$ cat src/rtl/vsb_pkg.sv
// Shared types and constants for the vertex skinning blend block.
// Holds the token that travels along the row of multiply-accumulate cells.
// No dependencies.
`timescale 1ns / 1ps

package vsb_pkg;

    // Words of one row-major 3x4 bone matrix.
    localparam int WORDS_PER_BONE = 12;

    // Width of the running position sum (floor-shifted products plus offset).
    localparam int PSW = 52;
    // Width of the running normal sum (exact products).
    localparam int NSW = 50;
    // Width of the blended accumulators.
    localparam int ACW = 52;

    // Item that moves one cell to the right every cycle.
    typedef struct packed {
        logic                  valid;
        logic                  last;
        logic [1:0]            row;
        logic [15:0]           weight;
        logic signed [PSW-1:0] psum;
        logic signed [NSW-1:0] nsum;
    } t_tok;

endpackage

$ cat src/rtl/vsb_norm.sv
// Normal renormalization unit: scaling search, squared length, square root
// and one shared divider; root and divider step one bit per cycle. Depends on vsb_pkg.
`timescale 1ns / 1ps

module vsb_norm import vsb_pkg::*; (
    input  logic                  i_clk,
    input  logic                  i_rst_n,
    input  logic                  i_start,
    input  logic signed [ACW-1:0] i_acc [3],
    output logic signed [15:0]    o_nrm [3],
    output logic                  o_done
);

    typedef enum logic [5:0] {
        N_IDLE  = 6'b000001,
        N_SHIFT = 6'b000010,
        N_SQ    = 6'b000100,
        N_SQRT  = 6'b001000,
        N_DSET  = 6'b010000,
        N_DIV   = 6'b100000
    } t_nstate;

    t_nstate            r_state;
    logic [ACW-1:0]     r_mag [3];
    logic [2:0]         r_neg;
    logic [ACW-1:0]     r_mx;
    logic [1:0]         r_idx;
    logic [61:0]        r_sum;
    logic [61:0]        r_v;
    logic [63:0]        r_res;
    logic [4:0]         r_bit;
    logic [31:0]        r_len;
    logic [32:0]        r_rem;
    logic [15:0]        r_lo;
    logic [15:0]        r_q;
    logic [4:0]         r_dcnt;
    logic signed [15:0] r_nrm [3];
    logic               r_done;

    logic [ACW-1:0]     w_mag [3];
    logic [ACW-1:0]     w_mx;
    logic [29:0]        w_sqin;
    logic [63:0]        w_sbit;
    logic [63:0]        w_trial_sq;
    logic [45:0]        w_num;
    logic [32:0]        w_trial;
    logic [14:0]        w_qcap;

    // Magnitudes and their maximum at start.
    always_comb begin
        for (int i = 0; i < 3; i++) begin
            w_mag[i] = i_acc[i][ACW-1] ? ACW'(-i_acc[i]) : ACW'(i_acc[i]);
        end
        w_mx = w_mag[0];
        if (w_mag[1] > w_mx) w_mx = w_mag[1];
        if (w_mag[2] > w_mx) w_mx = w_mag[2];
    end

    // Datapath helpers for the square, root and division steps.
    always_comb begin
        w_sqin     = r_mag[r_idx][29:0];
        w_sbit     = 64'd1 << {r_bit, 1'b0};
        w_trial_sq = r_res + w_sbit;
        w_num      = {2'b00, r_mag[r_idx][29:0], 14'd0} + 46'(r_len >> 1);
        w_trial    = {r_rem[31:0], r_lo[15]};
        w_qcap     = (r_q > 16'd16384) ? 15'd16384 : r_q[14:0];
    end

    // Sequencer of the renormalization steps.
    always_ff @(posedge i_clk) begin
        if (!i_rst_n) begin
            r_state <= N_IDLE;
            r_done  <= 1'b0;
        end else begin
            r_done <= 1'b0;
            unique case (r_state)
                N_IDLE: begin
                    if (i_start) begin
                        for (int i = 0; i < 3; i++) begin
                            r_mag[i] <= w_mag[i];
                            r_neg[i] <= i_acc[i][ACW-1];
                        end
                        r_mx <= w_mx;
                        if (w_mx == '0) begin
                            for (int i = 0; i < 3; i++) r_nrm[i] <= 16'sd0;
                            r_done <= 1'b1;
                        end else begin
                            r_state <= N_SHIFT;
                        end
                    end
                end
                N_SHIFT: begin
                    // One binary place per cycle until the largest is in [2^29, 2^30).
                    if (r_mx >= (ACW'(1) << 30)) begin
                        r_mx <= r_mx >> 1;
                        for (int i = 0; i < 3; i++) r_mag[i] <= r_mag[i] >> 1;
                    end else if (r_mx < (ACW'(1) << 29)) begin
                        r_mx <= r_mx << 1;
                        for (int i = 0; i < 3; i++) r_mag[i] <= r_mag[i] << 1;
                    end else begin
                        r_idx   <= 2'd0;
                        r_sum   <= '0;
                        r_state <= N_SQ;
                    end
                end
                N_SQ: begin
                    // One squared component per cycle on a shared multiplier.
                    r_sum <= r_sum + 62'(60'(w_sqin) * 60'(w_sqin));
                    if (r_idx == 2'd2) begin
                        r_v     <= r_sum + 62'(60'(w_sqin) * 60'(w_sqin));
                        r_res   <= '0;
                        r_bit   <= 5'd31;
                        r_state <= N_SQRT;
                    end else begin
                        r_idx <= r_idx + 2'd1;
                    end
                end
                N_SQRT: begin
                    // Digit-by-digit integer square root, one result bit per cycle.
                    if ({2'b00, r_v} >= w_trial_sq) begin
                        r_v   <= 62'({2'b00, r_v} - w_trial_sq);
                        r_res <= (r_res >> 1) + w_sbit;
                    end else begin
                        r_res <= r_res >> 1;
                    end
                    if (r_bit == 5'd0) begin
                        r_idx   <= 2'd0;
                        r_state <= N_DSET;
                    end else begin
                        r_bit <= r_bit - 5'd1;
                    end
                    if (r_bit == 5'd0) begin
                        if ({2'b00, r_v} >= w_trial_sq) begin
                            r_len <= 32'((r_res >> 1) + w_sbit);
                        end else begin
                            r_len <= 32'(r_res >> 1);
                        end
                    end
                end
                N_DSET: begin
                    // Rounded numerator; the quotient fits in sixteen bits.
                    r_rem   <= 33'(w_num[45:16]);
                    r_lo    <= w_num[15:0];
                    r_q     <= '0;
                    r_dcnt  <= 5'd16;
                    r_state <= N_DIV;
                end
                N_DIV: begin
                    if (r_dcnt != 5'd0) begin
                        // Restoring division, one quotient bit per cycle.
                        if (w_trial >= {1'b0, r_len}) begin
                            r_rem <= w_trial - {1'b0, r_len};
                            r_q   <= {r_q[14:0], 1'b1};
                        end else begin
                            r_rem <= w_trial;
                            r_q   <= {r_q[14:0], 1'b0};
                        end
                        r_lo   <= r_lo << 1;
                        r_dcnt <= r_dcnt - 5'd1;
                    end else begin
                        r_nrm[r_idx] <= r_neg[r_idx] ? -$signed({1'b0, w_qcap})
                                                     : $signed({1'b0, w_qcap});
                        if (r_idx == 2'd2) begin
                            r_done  <= 1'b1;
                            r_state <= N_IDLE;
                        end else begin
                            r_idx   <= r_idx + 2'd1;
                            r_state <= N_DSET;
                        end
                    end
                end
                default: r_state <= N_IDLE;
            endcase
        end
    end

    assign o_nrm  = r_nrm;
    assign o_done = r_done;

endmodule

$ cat config.mk
export PLATFORM = sky130hd
export DESIGN_NAME = vsb_norm
export DESIGN_NICKNAME = d
export VERILOG_FILES = /design/src/rtl/vsb_pkg.sv /design/src/rtl/vsb_norm.sv
export SDC_FILE = /design/constraint.sdc
export NUM_CORES = 2
export LEC_CHECK = 0
export BUFFER_PORTS_ARGS = -buffer_cell sky130_fd_sc_hd__buf_2
export CAP_MARGIN = 25
export CORE_MARGIN = 10
export CORE_UTILIZATION = 45
export CTS_BUF_LIST = sky130_fd_sc_hd__clkbuf_4
export CTS_CLUSTER_DIAMETER = 30
export DETAILED_ROUTE_END_ITERATION = 6
export GPL_TIMING_DRIVEN = 0
export PLACE_DENSITY_LB_ADDON = 0.08
export REMOVE_ABC_BUFFERS = 1
export SYNTH_ARGS = -nofsm -noshare
export SYNTH_HDL_FRONTEND = slang
export SYNTH_SLANG_ARGS = --single-unit
$ cat constraint.sdc
create_clock -name i_clk -period 31.9 [get_ports i_clk]
set_clock_uncertainty 0.15 [all_clocks]
set_input_delay 3.19 -clock i_clk [delete_from_list [all_inputs] [get_ports i_clk]]
set_output_delay 3.19 -clock i_clk [all_outputs]
set_load 0.01 [all_outputs]
==> impl.org <==
** Clock network
- Cts-stage hold buffer count :: 0
- Cts bufs inserted :: 199
- Clock transition at the registers of the reported paths :: 60 ps
- Number of sinks handled by clock tree synthesis :: between 500 and 600
- In this run the post-CTS setup repair buffer count came out at 0.
- Clock Path Buffers :: 3
- Clock network latency to the later pin of the worst-skew pair :: 1230 ps
- # resized after CTS :: 0
- CTS H-Tree Depth :: 4
- TritonCTS built the clock tree.
- Root buf cell :: clkbuf_4

** Floorplanning
- Y dimension of the die :: ~410 µm
- Row generation in the floorplan step produced 144 rows.
- Count of boundary I/O pins :: about 210
- In this run the standard cell core region covers roughly 150000 µm².
- Area of the die :: 171300 µm²
- For this configuration, the core starts out at a cell density of 0.4527.
- Horizontal die dimension :: 413.9 µm

** Critical path
- Arr. time, crit path :: between 15000 and 20000 ps
- The worst setup path is launched from a primary input.
- Of all nets on the critical path, the largest fanout is 77.
- Worst reg-to-reg setup slack :: 19810 ps
- The worst setup path is captured at a flop.
- CP max stage cell :: a221oi_1
- The endpoint identified for the worst register-to-register timing path is r_v[56].
- CP dominant cell by count :: nand4_1
- Crit path largest cell delay :: between 1000 and 1500 ps
- The critical path in this run is classified as in2reg.
- Measured in cells, the most critical reg-to-reg path has a length of 32.
- STA puts the critical path data required time at 32620 ps.

** STA
- Number of max-slew violations in the final report :: 0
- Dividing the final minimum period by the clock period gives 0.5018.
- Number of hold violations in the final report :: 0
- For this run, the top clock speed supported by timing is roughly 62 MHz.
- Finish-stage setup viols :: 0
- The worst pin sits at a relative slew slack of 0.1962.
- Setup repair after global routing left no endpoint under its margin.
- For the final routed database, the setup TNS stands at 0 ps.
- Transition time at the pin with the least slew margin :: between 1000 and 1500 ps
- Minimum period implied by the final worst setup slack :: 16010 ps

** Detailed routing
- Final ANT Viol Nets :: 0
- Via/cell ratio :: 5.638
- Routed wirelength normalized by instance count :: 21.71 µm
- The routed design has approximately 220 mm of wire.
- For this run, the detailed router's first-pass iteration total came to 6.
- Overall via count from detail_route :: 57010
- Remaining routing DRC violations :: 0
- In this run, the number of DRC markers left after iteration 0 of detailed routing was 4511.

** Synthesis
- In the synthesized netlist, the number of instances is 7710.
- In the synthesized netlist the dominant register cell turns out to be edfxtp_1.
- Of all cell types, the one taking the most synthesized area is edfxtp_1.
- Fraction of registers with async set/reset :: 0
- Top-area cell type share of the netlist area :: 0.2387
- Biggest area contributors in the synthesized netlist :: edfxtp_1 (24%), fa_1 (22%), ha_1 (9.6%)
- Post-synth EDFFs :: 555
- Yosys warnings :: 0
- The cell area that synthesis handed to floorplanning was between 60000 and 70000 µm².
- Synth Area per Inst :: 9.055 µm²
- Flip-flop and latch count after synthesis :: 564
- The synthesized netlist contains just under 100 unique library cells.
- Of the synthesized area, sequential elements account for 0.2413.

** Placement
- Dpl cell area :: 74380 µm²
- The wire-length estimate of the detail-placed layout is 176.2 mm.
- Number of cells in the design after placement :: 9744
- Final weighted congestion of routability-driven global placement :: 0.8986
- Count of buffers from port buffering :: 207

** GRT
- Total global-route track usage :: 0.2556
- GRT Residual Overflow :: 0
- The number of antenna violations at the first check in global routing was 9.
- Largest net degree at the start of global routing :: 93
- First-pass GRT wire length :: 338.7 mm
- The via count of the first global-routing pass is 57660.

** Layout
- Filler instances :: 14960
- Post-layout instance area :: 76910 µm²
- Syn-to-layout area delta :: 10.16%
- Area used by multi-input combinational logic :: around 48000 µm²
- Fraction of final layout cells with drive strength greater than 1 :: 0.09319
- Register area :: approximately 17000 µm²
- Total number of nets in the final design :: 9372
- Highest-count cells in the layout ignoring fill and taps :: inv_1 (1013), nor2_1 (841), fa_1 (769), nand2_1 (762), edfxtp_1 (555)
- Leaving out fill and tap cells, the most frequent cell in the layout is inv_1.
- Final non-filler cell total :: 10110

** Min path
- The worst hold path passes through 2 cells.
- The tightest min-delay check is of the reg2reg type.
- The startpoint identified for the worst hold timing path is r_lo[3].
- For hold timing, the worst endpoint is r_lo[4].

** Outcome
- The run finished with clean final reports.

** Run
- Max-cap violations in this run came to 0.
==> how the worst max path moves through the flow <==
stage | depth (start not counted) | slack [ps] | endpoint | start
floorplan | 4 | 12660 | r_mag[0][0] | r_mx[49]
global placement | 5 | 1640 | r_mag[1][47] | r_mx[30]
detailed placement | 35 | 15240 | o_nrm[18] | i_acc[60]
CTS | 35 | 16540 | o_nrm[32] | i_acc[60]
global route | 36 | 15500 | o_nrm[34] | i_acc[60]
finish | 36 | 15890 | o_nrm[14] | i_acc[60]
==> area by class of cell <==
cell class	count	area share
multi-input cells	5796	0.6254
well taps	2044	0.03325
clock buffers	258	0.02518
diodes	8	0.0002603
repair buffers	322	0.04057
clock inverters	94	0.006231
inverters	1025	0.05006
flip-flops and latches	564	0.2191
==> sequential cells by signal, summed over array words and instances (netlist names), named ones only <==
name / flops
r_v: 62
r_rem: 32
r_bit: 5
r_state: 6
r_q: 16
r_len: 32
r_dcnt: 5
r_neg: 3
o_nrm: 48
r_mag: 156
r_lo: 16
r_mx: 52
r_res: 64
r_sum: 62
o_done: 1
r_idx: 2
==> synthesized netlist by cell type, types with 151 or more instances <==
library cell / instances
ha_1: 536
xnor2_1: 224
mux2i_1: 151
nand2_1: 765
clkbuf_1: 275
xor2_1: 209
a21oi_1: 456
inv_1: 1014
fa_1: 769
nor2_1: 843
edfxtp_1: 555
o21ai_0: 432
==> cell families after synthesis <==
logic type,Yosys count,synth area share
compound gates,1594,0.1421
xor+xnor,434,0.05455
fa+ha+maj,1306,0.3167
buf+inv,1350,0.07332
flops,564,0.2413
mux,160,0.02310
simple gates,2302,0.1489
==> routing by layer <==
layer,share of wire,vias to the layer above,GRT usage
met5,0.00026,-,0
met4,0.028,10,0.07940
met3,0.063,310,0.04613
met2,0.47,1643,0.4118
met1,0.44,28350,0.3489
li1,-,26690,-
==> per-stage QoR <==
step,hold slack [ps],util,worst slack [ps]
detailed placement,361.9,0.4823,15240
CTS,373.0,0.4979,16540
finish,369.0,0.4987,15890
global placement,352.1,0.4677,1637
floorplan,333.6,-,12660
global route,401.3,0.4987,15500
==> critical path: cells and delay by family <==
| family | cells | cell delay, ps |
|---|---|---|
| simple gates | 19 | 7500 |
| fa+ha+maj | 2 | 680 |
| buf+inv | 4 | 1020 |
| xor+xnor | 1 | 270 |
| compound gates | 10 | 3950 |
Power is not shown: default switching activity piles up to over one toggle a cycle in this logic, so the estimate is an artifact.
